==> src/rtl/wstd_pkg.sv <==
`timescale 1ns / 1ps
package wstd_pkg;
  localparam int unsigned MaxWorkersDef = 4;
  localparam int unsigned QueueDepthDef = 16;
  localparam int unsigned MaxTasksDef   = 64;

  localparam int unsigned KindW   = 3;
  localparam int unsigned WorkerW = 2;
  localparam int unsigned TaskW   = 6;
  localparam int unsigned StatusW = 3;
  localparam int unsigned SourceW = 2;
  localparam int unsigned CfgW    = 3;

  localparam logic [KindW-1:0] KindSubmit = 3'd0;
  localparam logic [KindW-1:0] KindWake   = 3'd1;
  localparam logic [KindW-1:0] KindYield  = 3'd2;
  localparam logic [KindW-1:0] KindFetch  = 3'd3;
  localparam logic [KindW-1:0] KindRetire = 3'd4;

  localparam logic [StatusW-1:0] StOk      = 3'd0;
  localparam logic [StatusW-1:0] StFull    = 3'd1;
  localparam logic [StatusW-1:0] StNoId    = 3'd2;
  localparam logic [StatusW-1:0] StUnknown = 3'd3;
  localparam logic [StatusW-1:0] StEmpty   = 3'd4;

  localparam logic [SourceW-1:0] SrcFast   = 2'd0;
  localparam logic [SourceW-1:0] SrcGlobal = 2'd1;
  localparam logic [SourceW-1:0] SrcLocal  = 2'd2;
  localparam logic [SourceW-1:0] SrcStolen = 2'd3;

  typedef struct packed {
    logic [KindW-1:0]   kind;
    logic [WorkerW-1:0] worker;
    logic               from_worker;
    logic [TaskW-1:0]   task_in;
  } req_t;

  typedef struct packed {
    logic [TaskW-1:0]   task_out;
    logic [StatusW-1:0] status;
    logic [SourceW-1:0] source;
  } rsp_t;
endpackage

==> src/rtl/wstd_req_if.sv <==
`timescale 1ns / 1ps
interface wstd_req_if import wstd_pkg::*; ();
  logic valid;
  logic ready;
  req_t payload;
  modport source (output valid, output payload, input ready);
  modport sink (input valid, input payload, output ready);
endinterface

==> src/rtl/wstd_rsp_if.sv <==
`timescale 1ns / 1ps
interface wstd_rsp_if import wstd_pkg::*; ();
  logic valid;
  logic ready;
  rsp_t payload;
  modport source (output valid, output payload, input ready);
  modport sink (input valid, input payload, output ready);
endinterface

==> src/rtl/work_stealing_task_dispatcher.sv <==
`timescale 1ns / 1ps
// Flow: submit, wake, yield, retire and unused kinds go from DECODE straight to DONE; a
//   fetch from fast/global/local goes through QREAD, QWAIT, QMARK and DONE; a fetch that
//   scans victims probes each one through STEAL, SWAIT, SMARK, skipping ineligible ones.
// Only one item is in flight; the next is taken the cycle after the result leaves.
//   Queue, map and mark memories have registered reads.
// Reset: async active low; queues empty, ID counter and cursor zero, active_workers 1,
//   then S_CLEAR clears the live/started marks of all MAX_TASKS IDs before the first item.
module work_stealing_task_dispatcher import wstd_pkg::*; #(
  parameter int unsigned MAX_WORKERS = MaxWorkersDef,
  parameter int unsigned QUEUE_DEPTH = QueueDepthDef,
  parameter int unsigned MAX_TASKS   = MaxTasksDef
) (
  input  logic            clk_i,
  input  logic            rst_ni,
  input  logic            cfg_we_i,
  input  logic [CfgW-1:0] cfg_wdata_i,
  wstd_req_if.sink        req,
  wstd_rsp_if.source      rsp
);
  localparam int unsigned WW   = (MAX_WORKERS > 1) ? $clog2(MAX_WORKERS) : 1;
  localparam int unsigned QPW  = (QUEUE_DEPTH > 1) ? $clog2(QUEUE_DEPTH) : 1;
  localparam int unsigned CNTW = $clog2(QUEUE_DEPTH + 1);
  localparam int unsigned IDW  = $clog2(MAX_TASKS);
  localparam int unsigned FCW  = $clog2(MAX_TASKS + 1);
  // Queue numbering: fast 0..W-1, local W..2W-1, global 2W.
  localparam int unsigned NQ   = 2 * MAX_WORKERS + 1;
  localparam int unsigned QW   = $clog2(NQ);
  localparam int unsigned MW   = $clog2(NQ * QUEUE_DEPTH);
  localparam logic [QW-1:0] GlobalQ = QW'(2 * MAX_WORKERS);
  localparam int unsigned NW   = $clog2(MAX_WORKERS + 1);

  // Mark entry: bit 1 live, bit 0 started.
  localparam logic [1:0] MarkClear   = 2'b00;
  localparam logic [1:0] MarkLive    = 2'b10;
  localparam logic [1:0] MarkStarted = 2'b11;

  typedef enum logic [3:0] {
    S_CLEAR, S_IDLE, S_DECODE, S_QREAD, S_QWAIT, S_QMARK, S_STEAL, S_SWAIT, S_SMARK,
    S_DONE
  } state_e;

  state_e state_q;
  req_t   req_q;
  rsp_t   rsp_q;
  logic   rsp_valid_q;
  logic [CfgW-1:0] act_q;

  // Queue pointers live in flops (small, indexed widely).
  logic [QPW-1:0]  head_q  [NQ];
  logic [CNTW-1:0] count_q [NQ];

  // Queue slots: one memory, single read/write port.
  logic [IDW-1:0] qmem [NQ * QUEUE_DEPTH];
  logic [IDW-1:0] qrd_q;
  logic [WW-1:0]  lwm [MAX_TASKS];
  logic [WW-1:0]  lwm_rd_q;
  logic [IDW-1:0] fstk [MAX_TASKS];
  logic [IDW-1:0] fstk_rd_q;
  logic [1:0]     mark_mem [MAX_TASKS];
  logic [1:0]     mark_rd_q;
  logic [FCW-1:0] free_cnt_q;
  logic [FCW-1:0] fresh_q;
  logic [WW-1:0]  rr_q;
  logic [IDW-1:0] clr_q;

  logic [QW-1:0]  q_sel_q;
  logic [WW-1:0]  off_q;
  logic           rich_q;

  // Effective worker count.
  logic [NW-1:0] n_w;
  always_comb begin
    if (act_q == '0) n_w = NW'(1);
    else if (32'(act_q) > MAX_WORKERS) n_w = NW'(MAX_WORKERS);
    else n_w = NW'(act_q);
  end

  logic [WW-1:0] rr_hint, rr_next;
  always_comb begin
    rr_hint = (32'(rr_q) < 32'(n_w)) ? rr_q : '0;
    rr_next = (32'(rr_hint) + 1 >= 32'(n_w)) ? '0 : WW'(32'(rr_hint) + 1);
  end

  function automatic logic [QW-1:0] fast_q(input logic [WW-1:0] w);
    return QW'(w);
  endfunction
  function automatic logic [QW-1:0] loc_q(input logic [WW-1:0] w);
    return QW'(32'(w) + MAX_WORKERS);
  endfunction

  logic [WW-1:0] req_w;
  assign req_w = WW'(req_q.worker);
  logic w_ok;
  assign w_ok = (32'(req_q.worker) < 32'(n_w));
  logic [IDW-1:0] tid;
  assign tid = IDW'(req_q.task_in);
  // Marks of task_in were read at the accept edge.
  logic t_ok;
  assign t_ok = (32'(req_q.task_in) < MAX_TASKS) && mark_rd_q[1];

  // Victim for steal probe.
  logic [WW-1:0] victim;
  always_comb begin
    logic [31:0] s;
    s = 32'(req_w) + 32'(off_q);
    victim = (s >= 32'(n_w)) ? WW'(s - 32'(n_w)) : WW'(s);
  end

  function automatic logic [MW-1:0] addr(input logic [QW-1:0] q, input logic [QPW-1:0] p);
    return MW'(32'(q) * QUEUE_DEPTH + 32'(p));
  endfunction
  // Slot index wrap; inputs stay below three times the depth.
  function automatic logic [QPW-1:0] wrap(input logic [31:0] v);
    logic [31:0] r;
    r = v;
    if (r >= 32'(2 * QUEUE_DEPTH)) r = r - 32'(2 * QUEUE_DEPTH);
    else if (r >= 32'(QUEUE_DEPTH)) r = r - 32'(QUEUE_DEPTH);
    return QPW'(r);
  endfunction

  logic           mem_we, mem_re;
  logic [MW-1:0]  mem_a;
  logic [IDW-1:0] mem_wd;

  // Side memories are read at the accept edge so DECODE sees the new item.
  logic [IDW-1:0] lwm_ra;
  logic [IDW-1:0] mk_ra;
  always_comb begin
    lwm_ra = (state_q == S_IDLE) ? IDW'(req.payload.task_in) : tid;
    if (state_q == S_IDLE) mk_ra = IDW'(req.payload.task_in);
    else if (state_q == S_QWAIT || state_q == S_SWAIT) mk_ra = qrd_q;
    else mk_ra = tid;
  end

  always_ff @(posedge clk_i) begin
    if (mem_we) qmem[mem_a] <= mem_wd;
    if (mem_re) qrd_q <= qmem[mem_a];
    lwm_rd_q  <= lwm[lwm_ra];
    fstk_rd_q <= fstk[IDW'(free_cnt_q - FCW'(1))];
  end

  logic           lwm_we;
  logic [IDW-1:0] lwm_a;
  logic [WW-1:0]  lwm_wd;
  logic           fs_we;
  logic           mk_we;
  logic [IDW-1:0] mk_wa;
  logic [1:0]     mk_wd;
  always_ff @(posedge clk_i) begin
    if (lwm_we) lwm[lwm_a] <= lwm_wd;
    if (fs_we) fstk[IDW'(free_cnt_q)] <= tid;
    if (mk_we) mark_mem[mk_wa] <= mk_wd;
    mark_rd_q <= mark_mem[mk_ra];
  end

  // Memory controls are combinational off the state register.
  logic [IDW-1:0] new_id;
  assign new_id = (free_cnt_q != '0) ? fstk_rd_q : IDW'(fresh_q);
  logic id_avail;
  assign id_avail = (free_cnt_q != '0) || (32'(fresh_q) < MAX_TASKS);

  // Push target for submit / wake / yield decided in DECODE.
  logic [QW-1:0] push_q;
  logic [WW-1:0] push_t;
  logic          push_ok;
  logic [IDW-1:0] push_id;
  always_comb begin
    logic [WW-1:0] t;
    push_q = GlobalQ; push_t = rr_hint; push_ok = 1'b0; push_id = tid;
    t = (req_q.kind == KindWake) ? lwm_rd_q : req_w;
    if (req_q.kind == KindSubmit) begin
      push_id = new_id;
      if (req_q.from_worker && w_ok) begin
        push_q = loc_q(req_w); push_t = req_w;
      end
      push_ok = id_avail && (32'(count_q[push_q]) < QUEUE_DEPTH);
    end else begin
      if (32'(t) >= 32'(n_w)) t = rr_hint;
      push_t = t;
      push_q = (req_q.kind == KindWake) ? fast_q(t) : loc_q(t);
      push_ok = t_ok && (32'(count_q[push_q]) < QUEUE_DEPTH);
    end
  end

  logic is_push;
  assign is_push = (req_q.kind == KindSubmit) || (req_q.kind == KindWake) ||
                   (req_q.kind == KindYield);

  // Fetch selection (queue order fast, global, local).
  logic [QW-1:0] fsel;
  logic          fhit;
  logic [SourceW-1:0] fsrc;
  always_comb begin
    fhit = w_ok; fsel = fast_q(req_w); fsrc = SrcFast;
    if (count_q[fast_q(req_w)] != '0) begin
      fsel = fast_q(req_w); fsrc = SrcFast;
    end else if (count_q[GlobalQ] != '0) begin
      fsel = GlobalQ; fsrc = SrcGlobal;
    end else if (count_q[loc_q(req_w)] != '0) begin
      fsel = loc_q(req_w); fsrc = SrcLocal;
    end else begin
      fhit = 1'b0;
    end
  end

  // Result item as decided in DECODE; fetch fields are filled in later.
  rsp_t dec_rsp;
  always_comb begin
    dec_rsp = '0;
    if (req_q.kind == KindSubmit) begin
      if (!id_avail) dec_rsp.status = StNoId;
      else if (!push_ok) dec_rsp.status = StFull;
      else dec_rsp.task_out = TaskW'(new_id);
    end else if (req_q.kind == KindWake || req_q.kind == KindYield) begin
      if (!t_ok) dec_rsp.status = StUnknown;
      else if (!push_ok) dec_rsp.status = StFull;
    end else if (req_q.kind == KindRetire) begin
      if (!t_ok) dec_rsp.status = StUnknown;
    end else if (req_q.kind == KindFetch) begin
      if (!w_ok) dec_rsp.status = StEmpty;
      else if (fhit) dec_rsp.source = fsrc;
    end
  end

  logic [QW-1:0] vq;
  assign vq = loc_q(victim);
  logic v_elig;
  assign v_elig = (32'(off_q) < 32'(n_w)) && (count_q[vq] != '0) &&
                  (!rich_q || 32'(count_q[vq]) > 1);

  always_comb begin
    mem_we = 1'b0; mem_re = 1'b0; mem_a = '0; mem_wd = push_id;
    lwm_we = 1'b0; lwm_a = tid; lwm_wd = push_t; fs_we = 1'b0;
    mk_we = 1'b0; mk_wa = tid; mk_wd = MarkClear;
    unique case (state_q)
      S_CLEAR: begin
        mk_we = 1'b1; mk_wa = clr_q;
      end
      S_DECODE: begin
        if (is_push && push_ok) begin
          mem_we = 1'b1;
          mem_a  = addr(push_q, wrap(32'(head_q[push_q]) + 32'(count_q[push_q])));
          lwm_we = 1'b1; lwm_a = push_id;
        end
        if (req_q.kind == KindSubmit && push_ok) begin
          mk_we = 1'b1; mk_wa = new_id; mk_wd = MarkLive;
        end
        if (req_q.kind == KindRetire && t_ok) begin
          mk_we = 1'b1; mk_wa = tid; mk_wd = MarkClear;
          if (32'(free_cnt_q) < MAX_TASKS) fs_we = 1'b1;
        end
      end
      S_QREAD: begin
        mem_re = 1'b1; mem_a = addr(fsel, head_q[fsel]);
      end
      S_QMARK: begin
        if (mark_rd_q[1]) begin
          mk_we = 1'b1; mk_wa = qrd_q; mk_wd = MarkStarted;
        end
      end
      S_STEAL: begin
        mem_re = 1'b1;
        mem_a  = addr(vq, wrap(32'(head_q[vq]) + 32'(count_q[vq]) + QUEUE_DEPTH - 1));
      end
      S_SMARK: begin
        if (!mark_rd_q[0] && mark_rd_q[1]) begin
          mk_we = 1'b1; mk_wa = qrd_q; mk_wd = MarkStarted;
        end
      end
      S_DONE: begin
        if (req_q.kind == KindFetch && rsp_q.status == StOk) begin
          lwm_we = 1'b1; lwm_a = rsp_q.task_out[IDW-1:0]; lwm_wd = req_w;
        end
      end
      default: ;
    endcase
  end

  assign req.ready = (state_q == S_IDLE) && !rsp_valid_q;
  assign rsp.valid   = rsp_valid_q;
  assign rsp.payload = rsp_q;

  always_ff @(posedge clk_i or negedge rst_ni) begin
    if (!rst_ni) begin
      state_q <= S_CLEAR;
      rsp_valid_q <= 1'b0;
      act_q <= CfgW'(1);
      free_cnt_q <= '0; fresh_q <= '0; rr_q <= '0; clr_q <= '0;
      for (int i = 0; i < NQ; i++) begin head_q[i] <= '0; count_q[i] <= '0; end
      req_q <= '0; rsp_q <= '0; q_sel_q <= '0; off_q <= '0; rich_q <= 1'b0;
    end else begin
      if (cfg_we_i) act_q <= cfg_wdata_i;
      if (rsp_valid_q && rsp.ready) rsp_valid_q <= 1'b0;
      unique case (state_q)
        S_CLEAR: begin
          clr_q <= clr_q + IDW'(1);
          if (clr_q == IDW'(MAX_TASKS - 1)) state_q <= S_IDLE;
        end
        S_IDLE: begin
          if (req.valid && req.ready) begin
            req_q <= req.payload;
            state_q <= S_DECODE;   // side reads (map, marks, free stack) settle here
          end
        end
        S_DECODE: begin
          rsp_q <= dec_rsp;
          priority case (1'b1)
            req_q.kind == KindSubmit: begin
              state_q <= S_DONE;
              if (push_ok) begin
                if (free_cnt_q != '0) free_cnt_q <= free_cnt_q - FCW'(1);
                else fresh_q <= fresh_q + FCW'(1);
                count_q[push_q] <= count_q[push_q] + CNTW'(1);
                if (push_q == GlobalQ) rr_q <= rr_next;
              end
            end
            req_q.kind == KindWake || req_q.kind == KindYield: begin
              state_q <= S_DONE;
              if (t_ok) begin
                if (32'((req_q.kind == KindWake) ? lwm_rd_q : req_w) >= 32'(n_w))
                  rr_q <= rr_next;
                if (push_ok) count_q[push_q] <= count_q[push_q] + CNTW'(1);
              end
            end
            req_q.kind == KindRetire: begin
              state_q <= S_DONE;
              if (t_ok && 32'(free_cnt_q) < MAX_TASKS) free_cnt_q <= free_cnt_q + FCW'(1);
            end
            req_q.kind == KindFetch: begin
              if (!w_ok) state_q <= S_DONE;
              else if (fhit) begin
                q_sel_q <= fsel; state_q <= S_QREAD;
              end else begin
                off_q <= WW'(1); rich_q <= 1'b1; state_q <= S_STEAL;
              end
            end
            default: state_q <= S_DONE;
          endcase
        end
        S_QREAD: begin
          head_q[fsel] <= wrap(32'(head_q[fsel]) + 1);
          count_q[fsel] <= count_q[fsel] - CNTW'(1);
          state_q <= S_QWAIT;
        end
        S_QWAIT: begin
          // marks of the popped ID are read this cycle
          rsp_q.task_out <= TaskW'(qrd_q);
          state_q <= S_QMARK;
        end
        S_QMARK: begin
          if (!mark_rd_q[1]) rsp_q.status <= StUnknown;
          state_q <= S_DONE;
        end
        S_STEAL: begin
          if (32'(off_q) >= 32'(n_w) || off_q == '0) begin
            if (rich_q) begin
              rich_q <= 1'b0; off_q <= WW'(1);
            end else begin
              rsp_q.status <= StEmpty; state_q <= S_DONE;
            end
          end else if (v_elig) begin
            q_sel_q <= vq; state_q <= S_SWAIT;
          end else begin
            off_q <= off_q + WW'(1);
          end
        end
        S_SWAIT: begin
          state_q <= S_SMARK;
        end
        S_SMARK: begin
          if (mark_rd_q[0]) begin
            off_q <= off_q + WW'(1); state_q <= S_STEAL;
          end else begin
            count_q[q_sel_q] <= count_q[q_sel_q] - CNTW'(1);
            rsp_q.task_out <= TaskW'(qrd_q);
            rsp_q.source <= SrcStolen;
            if (!mark_rd_q[1]) rsp_q.status <= StUnknown;
            state_q <= S_DONE;
          end
        end
        S_DONE: begin
          rsp_valid_q <= 1'b1;
          state_q <= S_IDLE;
        end
        default: state_q <= S_IDLE;
      endcase
    end
  end
endmodule

==> src/flat_wrapper.sv <==
// flat-port wrapper written by rule: the top's interface ports become plain ports
module work_stealing_task_dispatcher_flat import wstd_pkg::*;
#(
  parameter int unsigned MAX_WORKERS = MaxWorkersDef,
  parameter int unsigned QUEUE_DEPTH = QueueDepthDef,
  parameter int unsigned MAX_TASKS   = MaxTasksDef
)
  (clk_i, rst_ni, cfg_we_i, cfg_wdata_i, req_valid, req_payload, req_ready, rsp_valid, rsp_payload, rsp_ready);
  wstd_req_if req_i ();
  wstd_rsp_if rsp_i ();
  input  logic clk_i;
  input  logic rst_ni;
  input  logic cfg_we_i;
  input  logic [CfgW-1:0] cfg_wdata_i;
  input wire logic [$bits(req_i.valid)-1:0] req_valid;
  input wire logic [$bits(req_i.payload)-1:0] req_payload;
  output wire logic [$bits(req_i.ready)-1:0] req_ready;
  output wire logic [$bits(rsp_i.valid)-1:0] rsp_valid;
  output wire logic [$bits(rsp_i.payload)-1:0] rsp_payload;
  input wire logic [$bits(rsp_i.ready)-1:0] rsp_ready;
  assign req_i.valid = req_valid;
  assign req_i.payload = req_payload;
  assign req_ready = req_i.ready;
  assign rsp_valid = rsp_i.valid;
  assign rsp_payload = rsp_i.payload;
  assign rsp_i.ready = rsp_ready;
  work_stealing_task_dispatcher #(.MAX_WORKERS(MAX_WORKERS), .QUEUE_DEPTH(QUEUE_DEPTH), .MAX_TASKS(MAX_TASKS)) u_core (.clk_i(clk_i), .rst_ni(rst_ni), .cfg_we_i(cfg_we_i), .cfg_wdata_i(cfg_wdata_i), .req(req_i), .rsp(rsp_i));
endmodule
==> config.mk <==
export PLATFORM = sky130hd
export DESIGN_NAME = work_stealing_task_dispatcher_flat
export DESIGN_NICKNAME = d
export VERILOG_FILES = /design/src/rtl/wstd_pkg.sv /design/src/rtl/wstd_req_if.sv /design/src/rtl/wstd_rsp_if.sv /design/src/rtl/work_stealing_task_dispatcher.sv /design/src/flat_wrapper.sv
export SDC_FILE = /design/constraint.sdc
export NUM_CORES = 2
export LEC_CHECK = 0
export BUFFER_PORTS_ARGS = -buffer_cell sky130_fd_sc_hd__buf_2
export CAP_MARGIN = 25
export CORE_MARGIN = 2
export CORE_UTILIZATION = 31
export DETAILED_ROUTE_END_ITERATION = 10
export SLEW_MARGIN = 20
export SYNTH_ARGS = -nofsm -noshare
export SYNTH_HDL_FRONTEND = slang
export SYNTH_SLANG_ARGS = --single-unit
==> constraint.sdc <==
create_clock -name clk_i -period 15.2 [get_ports clk_i]
set_input_delay 0.76 -clock clk_i [delete_from_list [all_inputs] [get_ports clk_i]]
set_output_delay 0.76 -clock clk_i [all_outputs]
set_load 0.01 [all_outputs]
==> key figures <==
Outcome
  • Status: finished, final reports clean

STA
  • Min cycle time layout: 9.333 ns
  • WHS: 0.1341 ns
  • Slew @ Worst Pin: approximately 1.2 ns
  • Max_slew headroom: 22.34%
  • Post-route worst setup slack: 5.867 ns
  • Max-slew violation count: 0
  • Max Fclk: ~0.11 GHz
  • Sum Neg Setup Slack: 0 ns
  • Final Hold Violating Endpoints: 0
  • Unrepaired setup endpoints after global routing: no
  • Worst Skew: ~0.050 ns
  • Setup Viol. Count Final: 0
  • Period utilisation layout: 61.40%

GRT
  • Global-route wire length before repair: around 310 mm
  • Vias in the first global route: about 46,000
  • GRT Total Usage: between 10% and 20%
  • Largest net degree at the start of global routing: ~150
  • Grt total ovfl: 0
  • Initial antenna violation count: 8

Setup path
  • WP buf/inv: 4
  • Critical path class: flip-flop to flip-flop
  • Worst path max stage delay: around 1.1 ns
  • Crit path top cell by count: buf_4
  • CP Capture Type: flip-flop
  • CP Max Fanout: 112
  • Slowest-stage cell, CP: a2111oi_1
  • Arr. time, crit path: 10.02 ns
  • Setup crit start kind: flip-flop
  • Delay-heaviest family, CP: compound AO/OA/AOI/OAI gates
  • Req. time, crit path: between 15 and 20 ns

Final layout
  • Nets: between 5,000 and 6,000
  • Layout cells sized above 1: between 10% and 20%
  • Finished Cell Area: between 80,000 and 90,000 sq um
  • # fillers: between 20,000 and 25,000
  • P&R area growth vs syn: 12.42%
  • Final Util: a little over a third

CTS
  • Max Root-Sink Buffers: 3
  • H-tree Lvls: 4
  • Clk Tree Root Cell: clkbuf_16
  • CTS Buf Count: 164
  • CTS tree: yes
  • Clock sinks: 1,661
  • CTS clk-pin slew, worst paths: approximately 0.06 ns
  • Clock Latency Late Sink: around 0.84 ns

Die
  • Die Y: 489.0 um
  • Core Area: roughly 230,000 sq um
  • Die area: 239,200 sq um
  • Starting Density: a little under a third
  • Row count: between 150 and 200
  • Io pins: 33
  • Die X: 489.0 um

Yosys
  • Largest area contributor in the netlist: edfxtp_1
  • Yosys reg bits: ~1,700
  • Cells after Synth: between 5,000 and 6,000
  • Post-synth cell types: roughly 110
  • Synth warnings: 0
  • Number of synthesized flops with an enable pin: approximately 1,500
  • Commonest cells post-synth: edfxtp_1 (1,510), nand2_1 (916), nor2_1 (529)
  • Sequential fraction of the synthesis area: around two thirds
  • Post-synth net total: between 5,000 and 6,000
  • Share of the synthesized area in the top cell type: between 60% and 70%
  • Area contributors post-synth: edfxtp_1 (62%), mux4_2 (6.5%), dfrtp_1 (4.8%)
  • Avg Synthesized Cell Area: 13.64 sq um
  • Primary FF master, synth: edfxtp_1
  • Post-synth ARST share: 8.489%
  • Post-Syn Area: between 70,000 and 80,000 sq um
  • Most common cell in the netlist: edfxtp_1

Placed design
  • Post-DP Area: 76,690 sq um
  • Post-detail-place hpwl: ~130 mm
  • Dpl ws: 5.945 ns
  • Placer congestion estimate: 0.9525
  • Number of port buffers: 32

Detailed routing
  • DR vias/cell: about 5.4
  • Vias post-DR: 47,000
  • DR WL/cell: roughly 24 um
  • Initial DRC Count: just under 6,000
  • Drt first pass iters: 9
  • Routed Antenna Nets: 0
  • Detailed-route wire length: about 210 mm
  • Post-route DRC: 0

Worst hold path
  • HP Class: primary input to flip-flop

Power and ir drop
  • LEAKAGE: around 0.026 uW
  • Max IR drop VDD: 189.6 uV
  • Power Dens Cells: around 220 nW/um^2

Run
  • Maxcap violations: 0
worst register-to-register path, delay by kind of cell (launching register included):
family | cells | cell delay (ns)
muxes | 2 | 0.63
and+or+nand+nor | 6 | 1.98
DFF | 1 | 0.61
buffers and inverters | 4 | 1.45
adders and majority gates | 2 | 0.78
AOI/OAI and AO/OA | 11 | 3.78
path summary, 6_finish.rpt:
check | to | cells after the start | start | slack (ns)
max | u_core.qrd_q[3] | 25 | u_core.req_q[11] | 5.87
min | u_core.rsp.valid | 2 | rsp_ready | 0.13
max reg2reg | u_core.qrd_q[3] | 25 | u_core.req_q[11] | 5.87
min reg2reg | u_core.rsp.payload[4] | 2 | u_core.rsp.payload[4] | 0.50
max in group asynchronous | u_core.head_q[34] | 3 | rst_ni | 13.27
min in group asynchronous | u_core.count_q[31] | 2 | rst_ni | 0.51
registers in the layout (all words and copies together) (netlist names), 3 cells and up:
| signal | count |
|---|---|
| u_core.mark_mem | 128 |
| u_core.fstk_rd_q | 6 |
| u_core.clr_q | 6 |
| u_core.count_q | 45 |
| u_core.q_sel_q | 4 |
| u_core.lwm | 128 |
| u_core.free_cnt_q | 7 |
| u_core.state_q | 4 |
| u_core.act_q | 3 |
| u_core.qmem | 864 |
| u_core.rsp.payload | 11 |
| u_core.fstk | 384 |
| u_core.req_q | 4 |
| u_core.head_q | 36 |
| u_core.tid | 6 |
| u_core.qrd_q | 6 |
| u_core.fresh_q | 7 |
what timing repair did:
item                      CTS  global route
setup buffers               0             0
gates resized for setup     0             0
hold endpoints to repair   22             0
hold buffers                1             0
through the flow:
| stage | std cells | power, uW |
|---|---|---|
| after floorplan | 5347 | 11310 |
| after global placement | 8320 | 13900 |
| after detailed placement | 8321 | 14000 |
| after CTS | 8625 | 17940 |
| after global routing | 8634 | 18710 |
| final | 8636 | 18000 |
cell families (layout without fill, tap and decap cells):
group / count (synthesis) / count (layout) / synth area share [%]
AOI/OAI and AO/OA: 875 / 875 / 8.388
muxes: 429 / 429 / 9.553
and+or+nand+nor: 1950 / 1950 / 11.52
DFF: 1661 / 1661 / 67.29
other: 0 / 6 / 0
buffers and inverters: 359 / 492 / 2.163
xor gates and xnor gates: 40 / 40 / 0.5010
adders and majority gates: 33 / 33 / 0.5902
cell usage in the layout (no fill, tap or decap), types with 13 or more instances in the layout:
master     count
o221ai_1      20
a22oi_1       23
nand3_1      247
mux2i_1      173
o22ai_1       26
buf_4         97
a211oi_1      75
clkbuf_16    164
clkinv_1      41
a311oi_1      24
nor4_1        17
mux4_2       209
and3_1        50
mux2_2        43
nand4_1       27
edfxtp_1    1510
clkbuf_1      34
o21ai_1       13
nor2b_1       23
o32ai_1       13
xnor2_1       20
dfrtp_1      132
a21oi_1      155
a32oi_1       91
and2_1        17
xor2_1        15
nand2b_1      18
nor3_1        28
inv_1         48
clkinv_2      28
nand2_1      916
buf_2         32
o21ai_0      162
ha_1          27
nor2_1       529
a31oi_1       56
a221oi_1      19
o211ai_1      24
routing by layer:
metal	routed length (um)	up-vias	global-route usage (%)
li1	-	20470	-
met2	98430	2263	27.19
met4	7226	2	6.174
met5	7	-	0
met1	87020	23860	23.47
met3	18220	407	3.465
layout make-up:
class	instances	area [sq um]	share of cell area, %
Inverter	53	198.9	0.2426
Antenna cell	6	15.01	0.01831
Multi-Input combinational cell	3327	22550	27.50
Clock inverter	103	915.9	1.117
Clock buffer	200	4259	5.195
Tap cell	3150	3941	4.807
Timing Repair Buffer	136	1025	1.250
Sequential cell	1661	49090	59.87
power by group:
group          total, uW  internal [uW]  switching, uW
Combinational       7690           2430           5260
Sequential          6360           6000            362
Clock               3950           2140           1810
Total              18000          10600           7420
(Power assumes the default switching activity.)
